### src/rtl/core/ival_pkg.sv
// shared types, widths and operation codes of the integer vector alu
`default_nettype none

package ival_pkg;

    localparam int MAX_LANES          = 4;
    localparam int ELEM_W             = 16;
    localparam int PROD_W             = 2 * ELEM_W;
    localparam int RES_W              = 34;
    localparam int NORM_W             = RES_W;
    localparam int OP_W               = 4;
    localparam int LANE_COUNT_DEF     = 4;
    localparam int ELEMENT_BITS_DEF   = 16;

    typedef logic signed [ELEM_W-1:0] elem_t;
    typedef logic signed [PROD_W-1:0] prod_t;
    typedef logic signed [RES_W-1:0]  res_t;
    typedef logic        [NORM_W-1:0] norm_t;

    typedef enum logic [OP_W-1:0] {
        OP_ADD     = 4'd0,
        OP_SUB     = 4'd1,
        OP_SCALE   = 4'd2,
        OP_DOT     = 4'd3,
        OP_CROSS   = 4'd4,
        OP_INC     = 4'd5,
        OP_DEC     = 4'd6,
        OP_NEG     = 4'd7,
        OP_EQ      = 4'd8,
        OP_LT      = 4'd9,
        OP_GT      = 4'd10,
        OP_LE      = 4'd11,
        OP_GE      = 4'd12,
        OP_NORM_EQ = 4'd13,
        OP_ANY_NZ  = 4'd14,
        OP_ZERO    = 4'd15
    } op_t;

    // what one lane hands to the merging stage
    typedef struct packed {
        res_t  vec;
        prod_t ab;
        prod_t aa;
        prod_t bb;
        prod_t xp;
        prod_t xq;
        logic  eq;
    } lane_out_t;

    // merged sums, ready for the flag compare
    typedef struct packed {
        op_t                     op;
        res_t [MAX_LANES-1:0]    vec;
        res_t                    dot;
        norm_t                   na;
        norm_t                   nb;
        logic                    eq_all;
    } merge_t;

    typedef struct packed {
        res_t [MAX_LANES-1:0] vec;
        res_t                 scalar;
        logic                 flag;
    } result_t;

endpackage

`default_nettype wire

### src/rtl/core/ival_lane.sv
// one vector lane: lane-wise ops, products for dot, norms and cross product
`default_nettype none

module ival_lane import ival_pkg::*; (
    input  op_t       op,
    input  elem_t     a,
    input  elem_t     b,
    input  elem_t     k,
    input  elem_t     nxt_a,
    input  elem_t     nxt_b,
    input  elem_t     far_a,
    input  elem_t     far_b,
    output lane_out_t y
);

    res_t  ax;
    res_t  bx;
    prod_t scaled;

    always_comb begin
        ax     = RES_W'(a);
        bx     = RES_W'(b);
        scaled = PROD_W'(k) * PROD_W'(a);

        case (op)
            OP_ADD:   y.vec = ax + bx;
            OP_SUB:   y.vec = ax - bx;
            OP_SCALE: y.vec = RES_W'(scaled);
            OP_INC:   y.vec = ax + RES_W'(1);
            OP_DEC:   y.vec = ax - RES_W'(1);
            OP_NEG:   y.vec = -ax;
            default:  y.vec = '0;
        endcase

        y.ab = PROD_W'(a) * PROD_W'(b);
        y.aa = PROD_W'(a) * PROD_W'(a);
        y.bb = PROD_W'(b) * PROD_W'(b);
        // cross terms, difference taken in the merge stage
        y.xp = PROD_W'(nxt_a) * PROD_W'(far_b);
        y.xq = PROD_W'(nxt_b) * PROD_W'(far_a);
        y.eq = (a == b);
    end

endmodule

`default_nettype wire

### config.mk
export PLATFORM = sky130hd
export DESIGN_NAME = ival_lane
export DESIGN_NICKNAME = d
export VERILOG_FILES = /design/src/rtl/core/ival_pkg.sv /design/src/rtl/core/ival_lane.sv
export SDC_FILE = /design/constraint.sdc
export NUM_CORES = 2
export LEC_CHECK = 0
export ABC_CLOCK_PERIOD_IN_PS = 11200
export BUFFER_PORTS_ARGS = -buffer_cell sky130_fd_sc_hd__buf_2
export CAP_MARGIN = 30
export CORE_MARGIN = 1.5
export CORE_UTILIZATION = 60
export DETAILED_ROUTE_END_ITERATION = 12
export GPL_ROUTABILITY_DRIVEN = 1
export PLACE_DENSITY = 0.83
export SYNTH_ARGS = -nofsm -noshare
export SYNTH_HDL_FRONTEND = slang
export SYNTH_SLANG_ARGS = --single-unit
### constraint.sdc
create_clock -name vclk -period 11.2
set_input_delay 2.24 -clock vclk [all_inputs]
set_output_delay 2.24 -clock vclk [all_outputs]
set_load 0.01 [all_outputs]
==> impl_metrics.json <==
{
  "ys_warn_count": 0,
  "status": "finished clean",
  "grt_pass1_wl_um": 254000,
  "synthTopCellsByArea": "fa_1 52%, inv_1 11%, ha_1 11%, nand2_1 4.7%, and2_1 4.7%",
  "vias_per_cell": 5.59,
  "drc": 0,
  "crit_path_max_fanout": 9,
  "cp_common_cell": "fa_1",
  "yosysTopAreaCell": "fa_1",
  "postRouteAntennaNets": 0,
  "slew_viol_final": 0,
  "worstPathArrival_ns": 8.87,
  "critPathTopFamily": "adder cells",
  "wirelength_um": 157000,
  "layout-drive-gt1-share": 0.0781,
  "grtUsageTotal": 0.321,
  "grt_max_degree": 51,
  "fp.dieW_um": 317,
  "max_cap_viol_count": 0,
  "place_hpwl_um": 133000,
  "synth_top_area_frac": 0.517,
  "cp-end-kind": "output pin",
  "maxSlewHeadroom": 0.378,
  "critPathMaxStageDelay_ns": 0.53,
  "fin_crit_sh": 0.992,
  "synth_cells": 6686,
  "cp.required_ns": 8.96,
  "synth_top_cells_by_count": "1796 x inv_1, 1530 x fa_1, 741 x nand2_1, 534 x ha_1, 441 x and2_1",
  "row_count": 115,
  "antenna_found_initial": 12,
  "period_needed_ns": 11.11,
  "hp-class": "in -> out",
  "timing.hold.ws_ns": 4.88,
  "start_util": 0.604,
  "synth_most_common_cell": "inv_1",
  "seqCellArea_um2": 0,
  "cp_num_buf_inv": 10,
  "hold_viol_final": 0,
  "die_h_um": 317,
  "tightest_slew_ns": 0.930,
  "setup.worst_path.start_class": "input pin",
  "wire_per_inst_um": 19.1,
  "area_growth_pct": 6.57,
  "final_util": 0.644,
  "crit_slowest_cell": "fa_1",
  "drtPass1Iterations": 6,
  "hold_buffers": 0,
  "dieArea_um2": 101000,
  "synth.distinct_cells": 88,
  "grt_pass1_vias": 49300,
  "place.gp.congestion": 0.950,
  "grt-ovfl-total": 0,
  "seq_cells": 0,
  "clock_buffers": 0,
  "core-area_um2": 98100,
  "syn_avg_cell_area_um2": 8.87,
  "drt-initial-drc-count": 3886,
  "dr_total_vias": 45900,
  "critPathKind": "in -> out",
  "syn_area_um2": 59300,
  "max_clock_freq_mhz": 90.0,
  "ioPinCount": 311,
  "finalSetupViolations": 0,
  "numPortBuffers": 309,
  "fin_nets": 9095,
  "seq_area_frac_synth": 0
}
kinds of logic after synthesis:
family                     share of synthesized area
muxes                                        0.00106
adders and majority gates                      0.629
AOI/OAI and AO/OA                             0.0653
other                                      0.0000632
xor gates and xnor gates                      0.0372
and+or+nand+nor                                0.137
buffers and inverters                          0.130
cell usage in the layout (no fill, tap or decap), types with 10 or more instances in the layout:
master and count:
a211oi_1 23, or2_2 12, o21ai_0 66, a21oi_1 184, fa_1 1528, nor2b_1 20, a21o_1 71, nand2b_1 70
o21ai_1 49, nand4_1 13, o21a_1 31, buf_6 11, inv_1 1789, nor2_1 280, xor2_1 56, nor3_1 45
a31oi_1 23, buf_12 15, nand2_1 740, xnor2_1 195, and2_1 441, o211ai_1 12, and3_1 18, ha_1 533
buf_2 298, nand3_1 32, o21bai_1 24, buf_4 141, a221oi_1 10
final cells by class:
class	instances	area, um^2
multi-input cells	4636	51700
fillers	7921	34900
inverters	1802	6790
repair buffers	475	3060
well taps	1287	1610
diodes	6	15.0
layer usage:
layer,routed length (um),vias to the layer above,global-route usage
li1,-,20100,-
met1,59700,23200,0.431
met2,75400,2181,0.529
met3,14200,440,0.0489
met4,7060,8,0.124
met5,50,-,0
metrics by stage:
stage / worst slack (ns) / area, um^2 / cells / TNS [ns]
after floorplan: 0.352 / 59300 / 6687 / 0
final: 0.0919 / 63200 / 8206 / 0
after global routing: -0.0459 / 63200 / 8205 / -0.137
after detailed placement: -0.182 / 62800 / 8188 / -0.182
after CTS: 0.0402 / 62800 / 8188 / 0
after global placement: -0.163 / 62800 / 8188 / -0.163
worst paths after layout:
check | startpoint | end | cells past startpoint
max | b[10] | y[160] | 27
min | a[0] | y[97] | 2
timing repair:
item | 4_1_cts | 5_1_grt
resized for setup | 3 | 60
setup buffers | 0 | 12
endpoints found under the setup margin | 1 | 19
pin swaps | 0 | 4
Power is not shown: default switching activity piles up to over one toggle a cycle in this logic, so the estimate is an artifact.
