===== src/rtl/core/ival_pkg.sv =====
// shared types, widths and operation codes of the integer vector alu
`default_nettype none

package ival_pkg;

    localparam int MAX_LANES          = 4;
    localparam int ELEM_W             = 16;
    localparam int PROD_W             = 2 * ELEM_W;
    localparam int RES_W              = 34;
    localparam int NORM_W             = RES_W;
    localparam int OP_W               = 4;
    localparam int LANE_COUNT_DEF     = 4;
    localparam int ELEMENT_BITS_DEF   = 16;

    typedef logic signed [ELEM_W-1:0] elem_t;
    typedef logic signed [PROD_W-1:0] prod_t;
    typedef logic signed [RES_W-1:0]  res_t;
    typedef logic        [NORM_W-1:0] norm_t;

    typedef enum logic [OP_W-1:0] {
        OP_ADD     = 4'd0,
        OP_SUB     = 4'd1,
        OP_SCALE   = 4'd2,
        OP_DOT     = 4'd3,
        OP_CROSS   = 4'd4,
        OP_INC     = 4'd5,
        OP_DEC     = 4'd6,
        OP_NEG     = 4'd7,
        OP_EQ      = 4'd8,
        OP_LT      = 4'd9,
        OP_GT      = 4'd10,
        OP_LE      = 4'd11,
        OP_GE      = 4'd12,
        OP_NORM_EQ = 4'd13,
        OP_ANY_NZ  = 4'd14,
        OP_ZERO    = 4'd15
    } op_t;

    // what one lane hands to the merging stage
    typedef struct packed {
        res_t  vec;
        prod_t ab;
        prod_t aa;
        prod_t bb;
        prod_t xp;
        prod_t xq;
        logic  eq;
    } lane_out_t;

    // merged sums, ready for the flag compare
    typedef struct packed {
        op_t                     op;
        res_t [MAX_LANES-1:0]    vec;
        res_t                    dot;
        norm_t                   na;
        norm_t                   nb;
        logic                    eq_all;
    } merge_t;

    typedef struct packed {
        res_t [MAX_LANES-1:0] vec;
        res_t                 scalar;
        logic                 flag;
    } result_t;

endpackage

`default_nettype wire


===== src/rtl/core/ival_merge.sv =====
// merging stage: dot and norm sums, cross differences, lane equality
`default_nettype none

module ival_merge import ival_pkg::*; (
    input  op_t                       op,
    input  lane_out_t [MAX_LANES-1:0] lanes,
    output merge_t                    y
);

    always_comb begin
        y.op     = op;
        y.dot    = '0;
        y.na     = '0;
        y.nb     = '0;
        y.eq_all = 1'b1;
        for (int i = 0; i < MAX_LANES; i++) begin
            y.dot    = y.dot + RES_W'(lanes[i].ab);
            y.na     = y.na + NORM_W'($unsigned(lanes[i].aa));
            y.nb     = y.nb + NORM_W'($unsigned(lanes[i].bb));
            y.eq_all = y.eq_all & lanes[i].eq;
            if (op == OP_CROSS) begin
                y.vec[i] = RES_W'(lanes[i].xp) - RES_W'(lanes[i].xq);
            end else begin
                y.vec[i] = lanes[i].vec;
            end
        end
    end

endmodule

`default_nettype wire


===== config.mk =====
export PLATFORM = sky130hd
export DESIGN_NAME = ival_merge
export DESIGN_NICKNAME = d
export VERILOG_FILES = /design/src/rtl/core/ival_pkg.sv /design/src/rtl/core/ival_merge.sv
export SDC_FILE = /design/constraint.sdc
export NUM_CORES = 1
export LEC_CHECK = 0
export BUFFER_PORTS_ARGS = -buffer_cell sky130_fd_sc_hd__buf_2
export CORE_AREA = 4 4 398 400
export DETAILED_ROUTE_END_ITERATION = 10
export DIE_AREA = 0 0 402 404
export SETUP_SLACK_MARGIN = 0.1
export SLEW_MARGIN = 20
export SYNTH_ARGS = -nofsm -noshare
export SYNTH_HDL_FRONTEND = slang
export SYNTH_SLANG_ARGS = --single-unit
export TNS_END_PERCENT = 20

===== constraint.sdc =====
create_clock -name vclk -period 7.6
set_clock_uncertainty 0.05 [all_clocks]
set_input_delay 1.52 -clock vclk [all_inputs]
set_output_delay 1.52 -clock vclk [all_outputs]
set_load 0.005 [all_outputs]

==> run metrics <==
status=finished clean; Yosys Warn Count=0; top layer used by detailed routing=met5; crit-path max FO=6; crit path kind=input port to output port; core box area=0.155 mm2; share of cells above drive strength 1=0.293; final RePlAce weighted congestion=0.975; final core utilization=0.171; clkbuf count=0; GRT Total Usage=0.141; Pwr Density=152 mW/mm2; FMAX=about 140 MHz; final wirelength=122000 um; detailed router's first-iteration violation count=1450; fill cell count=18100; average size of a mapped cell=about 7.0 um2; TritonRoute pass-1 iters=5; DR WL met3=9970 um; Area growth syn-to-layout=40.9%; HPWL Detailed=approximately 110000 um; Pleak=15.0 nW; Netlist cell types=74; relative slew slack=0.226; initial antenna violation count=68; Initial Util=0.122; final worst path period need=7270 ps; sequential cell count=0; Critical-path top delay cell=fa_1; Vias=22800; final instance area=0.0266 mm2; largest net degree at the start of global routing=110; routed wl met2=56500 um; post-synthesis sequential area ratio=0; I/O pin count=1027; vias in the first global route=22700; placed cell area=0.0265 mm2; final net count=4897; Worst EP required=about 6000 ps; first-pass GRT wire length=166000 um; register area=0 um2; slowest stage delay, CP=roughly 520 ps; via/cell ratio=between 3 and 4; Mapped Area=0.0189 mm2; Syn Nets=3915; # rows=145; CP endpoint kind=output port; grt ovf=0; Die W=402 um; worst hold path class=input port to output port; PortBufs=approximately 1000; endpoints failing setup=0; RSZ-0062 raised after global routing=no; final hold slack=3240 ps; Max Cap Viol=0; Critical Path, Cell by Cell=buf_2 -> inv_1 -> fa_1 -> inv_1 -> fa_1 -> ha_1 -> o211ai_1 -> o211a_1 -> o31ai_2 -> o211ai_1 -> a31oi_1 -> a21o_1 -> a21oi_1 -> o21ai_0 -> xor2_1 -> buf_2; Synth Instances=2707; Startpoint Class=input port; top post-synthesis cells by area=fa_1 (21%), ha_1 (15%), inv_1 (13%); Remaining DRCs=0; Post-DRT Antenna Nets=0; Setup TNS=0 ps; Peak VDD IR=0.0772 mV; area leader, netlist=fa_1; met1 wire length=52800 um; Max Slew Vio Count=0; final period utilization=0.956; Die Footprint=0.162 mm2; Tightest Pin Transition=~1200 ps; share of the synthesized area in the top cell type=0.209; number of setup buffers added after CTS=0; routed len/inst=between 20 and 25 um; critical path arrival=~5700 ps; die height=~400 um; final hold viol count=0
==> synthesized netlist by cell type (all sizes together) (20+ instances only) <==
cell type and n:
o21bai 30, nor3 28, inv 677, nand3 50
and3 20, nor2b 27, a31oi 29, xor2 78
nor2 101, clkbuf 66, a21o 124, a211oi 22
ha 227, nand2b 28, nand4 22, xnor2 104
o21ai 208, o21a 29, nand2 235, a21oi 207
fa 197
==> cells by family after synthesis <==
kind of cell,share of synthesized area
muxes,0.00159
AOI/OAI and AO/OA,0.263
and+or+nand+nor,0.142
adders and majority gates,0.359
xor gates and xnor gates,0.0844
buffers and inverters,0.150
==> critical path: cells and delay by family <==
family,cells,cell delay [ps]
xor gates and xnor gates,1,440
adders and majority gates,3,1360
AOI/OAI and AO/OA,8,1970
buffers and inverters,4,400
==> final cells by class <==
cell class,instances,area (um2),area share
inverters,677,2540,0.0955
repair buffers,1051,5350,0.201
well taps,2058,2570,0.0968
diodes,25,62.6,0.00235
multi-input cells,1959,16100,0.604
==> stage by stage <==
step           setup WS [ps]  power [mW]  instances
2_1_floorplan           1030        2.33       2707
3_3_place_gp             296        4.01       5745
3_5_place_dp             280        4.02       5745
4_1_cts                  253        4.05       5745
5_1_grt                  118        4.43       5760
6_report                 332        4.05       5770
==> repair_timing <==
item	4_1_cts	5_1_grt
hold endpoints to repair	0	0
resized for setup	0	1
hold buffers	0	0
endpoints found under the setup margin	0	2
==> cells in the final DEF (no fill, tap or decap), drive strengths merged, types with 5 or more instances in the layout <==
cell type and instances:
a2111oi 7, a211oi 22, a21boi 6, a21o 124
a21oi 207, a311oi 6, a31o 8, a31oi 29
and2 10, and3 20, and4 8, buf 1051
diode 25, fa 197, ha 227, inv 677
nand2 235, nand2b 28, nand3 50, nand3b 6
nand4 22, nor2 101, nor2b 27, nor3 28
nor4b 5, o2111ai 8, o211a 5, o211ai 15
o21a 29, o21ai 208, o21bai 30, o31a 15
o31ai 17, o41ai 8, or2 8, or3 7
xnor2 104, xor2 78
==> metal layers <==
| layer | vias up | track usage |
|---|---|---|
| met1 | 10800 | 0.189 |
| met4 | 24 | 0.0249 |
| met3 | 118 | 0.0291 |
| met5 | - | 0 |
| met2 | 973 | 0.237 |
| li1 | 10900 | - |
==> final timing paths <==
kind                       start      to  cells past startpoint
worst max-delay path  lanes[102]   y[63]                     16
worst min-delay path  lanes[165]  y[107]                      4
==> report_power, final <==
group | internal [mW] | total [mW] | switching [mW] | leakage, nW
combinational | 1.71 | 4.05 | 2.34 | 15.0
clock | 0.000000433 | 0.000000433 | 0 | 0.000156
sequential | 0 | 0 | 0 | 0
(Power assumes the default switching activity.)
