## src/rtl/core/ival_pkg.sv

```systemverilog
// shared types, widths and operation codes of the integer vector alu
`default_nettype none

package ival_pkg;

    localparam int MAX_LANES          = 4;
    localparam int ELEM_W             = 16;
    localparam int PROD_W             = 2 * ELEM_W;
    localparam int RES_W              = 34;
    localparam int NORM_W             = RES_W;
    localparam int OP_W               = 4;
    localparam int LANE_COUNT_DEF     = 4;
    localparam int ELEMENT_BITS_DEF   = 16;

    typedef logic signed [ELEM_W-1:0] elem_t;
    typedef logic signed [PROD_W-1:0] prod_t;
    typedef logic signed [RES_W-1:0]  res_t;
    typedef logic        [NORM_W-1:0] norm_t;

    typedef enum logic [OP_W-1:0] {
        OP_ADD     = 4'd0,
        OP_SUB     = 4'd1,
        OP_SCALE   = 4'd2,
        OP_DOT     = 4'd3,
        OP_CROSS   = 4'd4,
        OP_INC     = 4'd5,
        OP_DEC     = 4'd6,
        OP_NEG     = 4'd7,
        OP_EQ      = 4'd8,
        OP_LT      = 4'd9,
        OP_GT      = 4'd10,
        OP_LE      = 4'd11,
        OP_GE      = 4'd12,
        OP_NORM_EQ = 4'd13,
        OP_ANY_NZ  = 4'd14,
        OP_ZERO    = 4'd15
    } op_t;

    // what one lane hands to the merging stage
    typedef struct packed {
        res_t  vec;
        prod_t ab;
        prod_t aa;
        prod_t bb;
        prod_t xp;
        prod_t xq;
        logic  eq;
    } lane_out_t;

    // merged sums, ready for the flag compare
    typedef struct packed {
        op_t                     op;
        res_t [MAX_LANES-1:0]    vec;
        res_t                    dot;
        norm_t                   na;
        norm_t                   nb;
        logic                    eq_all;
    } merge_t;

    typedef struct packed {
        res_t [MAX_LANES-1:0] vec;
        res_t                 scalar;
        logic                 flag;
    } result_t;

endpackage

`default_nettype wire

```

## src/rtl/core/ival_select.sv

```systemverilog
// final stage: norm compares, flag and scalar selection
`default_nettype none

module ival_select import ival_pkg::*; (
    input  merge_t  x,
    output result_t y
);

    logic na_zero;
    logic nb_zero;

    always_comb begin
        na_zero  = (x.na == '0);
        nb_zero  = (x.nb == '0);
        y.vec    = x.vec;
        y.scalar = (x.op == OP_DOT) ? x.dot : '0;
        case (x.op)
            OP_EQ:      y.flag = x.eq_all;
            OP_LT:      y.flag = (x.na < x.nb);
            OP_GT:      y.flag = (x.na > x.nb);
            OP_LE:      y.flag = (x.na <= x.nb);
            OP_GE:      y.flag = (x.na >= x.nb);
            OP_NORM_EQ: y.flag = (x.na == x.nb) && !na_zero;
            OP_ANY_NZ:  y.flag = !na_zero || !nb_zero;
            OP_ZERO:    y.flag = na_zero;
            default:    y.flag = 1'b0;
        endcase
    end

endmodule

`default_nettype wire

```

## config.mk

```make
export PLATFORM = sky130hd
export DESIGN_NAME = ival_select
export DESIGN_NICKNAME = d
export VERILOG_FILES = /design/src/rtl/core/ival_pkg.sv /design/src/rtl/core/ival_select.sv
export SDC_FILE = /design/constraint.sdc
export NUM_CORES = 1
export LEC_CHECK = 0
export ABC_CLOCK_PERIOD_IN_PS = 4800
export BUFFER_PORTS_ARGS = -buffer_cell sky130_fd_sc_hd__buf_2
export CAP_MARGIN = 20
export CORE_AREA = 2 2 162 164
export DETAILED_ROUTE_END_ITERATION = 16
export DIE_AREA = 0 0 164 166
export GPL_TIMING_DRIVEN = 1
export PLACE_DENSITY = 0.36
export SYNTH_ARGS = -nofsm -noshare
export SYNTH_HDL_FRONTEND = slang
export SYNTH_SLANG_ARGS = --single-unit
```

## constraint.sdc

```tcl
create_clock -name vclk -period 4.8
set_clock_uncertainty 0.2 [all_clocks]
set_input_delay 0.96 -clock vclk [all_inputs]
set_output_delay 0.96 -clock vclk [all_outputs]
set_load 0.02 [all_outputs]
```

==> reports/results.tsv <==
stage	metric	value	unit
outcome	status	complete, no violations	
die	# rows	59	
yosys	synth unique cells	35	
pwr	Peak VDD IR	0.0170	mV
routing	DRT Pass-1 Iters	4	
routing	final wirelength	9.91	mm
timing	Fin Setup TNS	0	ns
yosys	Synthesis Warnings	0	
die	die width	164	um
routing	via count	2069	
global_routing	GRT overflow	0	
timing	final hold violations	0	
worst_setup_path	crit end category	output pin	
cts	postcts setup bufs	0	
worst_setup_path	arrival time worst endpoint	2.81	ns
cells_and_area	FF+latch count	0	
cells_and_area	Fillers	3009	
hold_path	Hold Startpoint	x[179]	
placement	DPL Wire Length	9.14	mm
global_routing	initial antenna violation count	0	
timing	Slew Viols, Final	0	
cells_and_area	Nets	622	
global_routing	vias in the first global route	2238	
yosys	sequential share of the synthesized area	0	%
worst_setup_path	Worst Setup Path Type	in2out	
placement	Placed Area	2510	um2
die	die height	166	um
die	IO Pins	414	
placement	port bufs	142	
worst_setup_path	crit start category	input pin	
worst_setup_path	worst-path maximum fanout	3	
yosys	Synth Instances	337	
placement	placed cells	678	
cells_and_area	most frequent cells in the layout	buf_2, inv_1, and2_1, ha_1, nor4_1	
cells_and_area	multi-input logic area	1210	um2
hold_path	hold path depth	0	
routing	Via density	3.05	
global_routing	first-pass GRT wire length	13.7	mm
job	max-cap viol count	0	
routing	DRT antenna net count	0	
die	die area	27200	um2
cells_and_area	fin util	9.80	%
timing	Max Freq	252	MHz
global_routing	total track usage	6.80	%
cells_and_area	final cell count without fillers	678	
yosys	Syn Nets	614	
cells_and_area	commonest non-fill, non-tap cell in the layout	buf_2	
placement	Final GP Congestion	0.713	
cells_and_area	number of antenna diodes	0	
timing	period utilisation layout	82.6	%
routing	DRC Markers	0	
timing	Period minus WS final	3.97	ns
timing	RSZ-0062 raised after global routing	no	
pwr	power per cell area	61.5	nW/um2
routing	Iteration-0 DRC Markers	36	
cells_and_area	Seq. cell area	0	um2
timing	final setup vio count	0	
global_routing	largest net degree at the start of global routing	35	
cells_and_area	Finished Cell Area	2510	um2
die	Initial Util	9.33	%
routing	WL per Instance	14.6	um
timing	worst relative slew slack	65.0	%
die	core area	25600	um2
cells_and_area	layout cells sized above 1	43.7	%
cells_and_area	area grow syn2layout	5.03	%
cells_and_area	clock buffers	0	
worst_setup_path	CP required	3.64	ns
pwr	Leak	1.36	nW
yosys	Post-Syn Area	2390	um2
timing	Worst Max-Slew Pin Slew	0.520	ns
cts	# hold bufs at CTS	0	
hold_path	Worst Hold Endpoint	y[111]	
cts	Resized cells post-CTS	0	
yosys	post-synthesis area per instance	7.09	um2
hold_path	worst min path class	in2out	
## stage by stage
step	hold WS [ns]	total power, mW	setup WS [ns]
2_1_floorplan	1.83	0.238	1.27
3_3_place_gp	1.72	0.161	0.741
3_5_place_dp	1.72	0.160	0.716
4_1_cts	1.72	0.161	0.703
5_1_grt	1.72	0.179	0.557
6_report	1.72	0.154	0.835
## per-layer routing
layer	global-route usage (%)	wire, um	vias up
li1	-	-	1001
met1	7.69	3870	853
met2	10.7	4200	143
met3	2.50	1090	72
met4	4.50	746	0
met5	0	0	-
## cell type report
| class | count | share of cell area (%) |
|---|---|---|
| inverter | 38 | 5.68 |
| multi-input combinational | 160 | 48.4 |
| tap | 335 | 16.7 |
| timing repair buffer | 145 | 29.2 |
## logic make-up after synthesis
kind of cell             Yosys count  share of synthesized area (%)
buffers and inverters            177                           49.2
adder cells (fa/ha/maj)           34                           17.8
AO/OA/AOI/OAI                     33                           9.79
AND/OR/NAND/NOR                   92                           22.9
XOR/XNOR                           1                          0.367
## power by group
group | switching, mW | internal (mW) | total [mW]
logic | 0.0812 | 0.0732 | 0.154
registers | 0 | 0 | 0
clock network | 0 | 0 | 0
## how the worst max path moves through the flow
stage / end / startpoint / slack, ns
finish: y[0] / x[22] / 0.83
global route: y[0] / x[16] / 0.56
CTS: y[0] / x[16] / 0.70
detailed placement: y[0] / x[16] / 0.72
global placement: y[0] / x[16] / 0.74
floorplan: y[0] / x[8] / 1.27
## cell usage after synthesis
master,count,area (um2)
and4_1,3,26.3
and3_1,1,6.26
a221o_1,1,10.0
o21ai_0,1,5.00
a21oi_1,11,55.1
ha_1,34,425
xnor2_1,1,8.76
nor2_1,5,18.8
inv_1,38,143
nor2b_1,1,6.26
a21o_1,6,45.0
clkbuf_1,3,11.3
nor4_2,1,12.5
nand3_1,6,30.0
a211oi_1,2,15.0
o31a_1,1,8.76
buf_4,136,1020
a22oi_1,1,7.51
and2_1,34,213
o221ai_1,1,8.76
a211oi_2,1,12.5
o21bai_1,1,7.51
a211o_1,1,8.76
and4bb_2,1,12.5
nand2_1,10,37.5
o21ai_2,1,8.76
and3b_1,1,8.76
nor3_1,5,25.0
o211ai_1,1,7.51
o221ai_2,1,15.0
a31oi_1,1,6.26
o21a_1,1,7.51
nor4_1,15,93.8
nand4_1,9,56.3
o21ai_1,1,5.00
## critical path: stages
cell	delay, ns
buf_2	0.09
inv_1	0.04
ha_1	0.31
a21oi_1	0.16
o21ai_1	0.09
a221o_1	0.38
a22oi_1	0.26
a31oi_1	0.14
o21ai_2	0.17
buf_2	0.19
No activity file was read; power rests on OpenSTA's default activity.
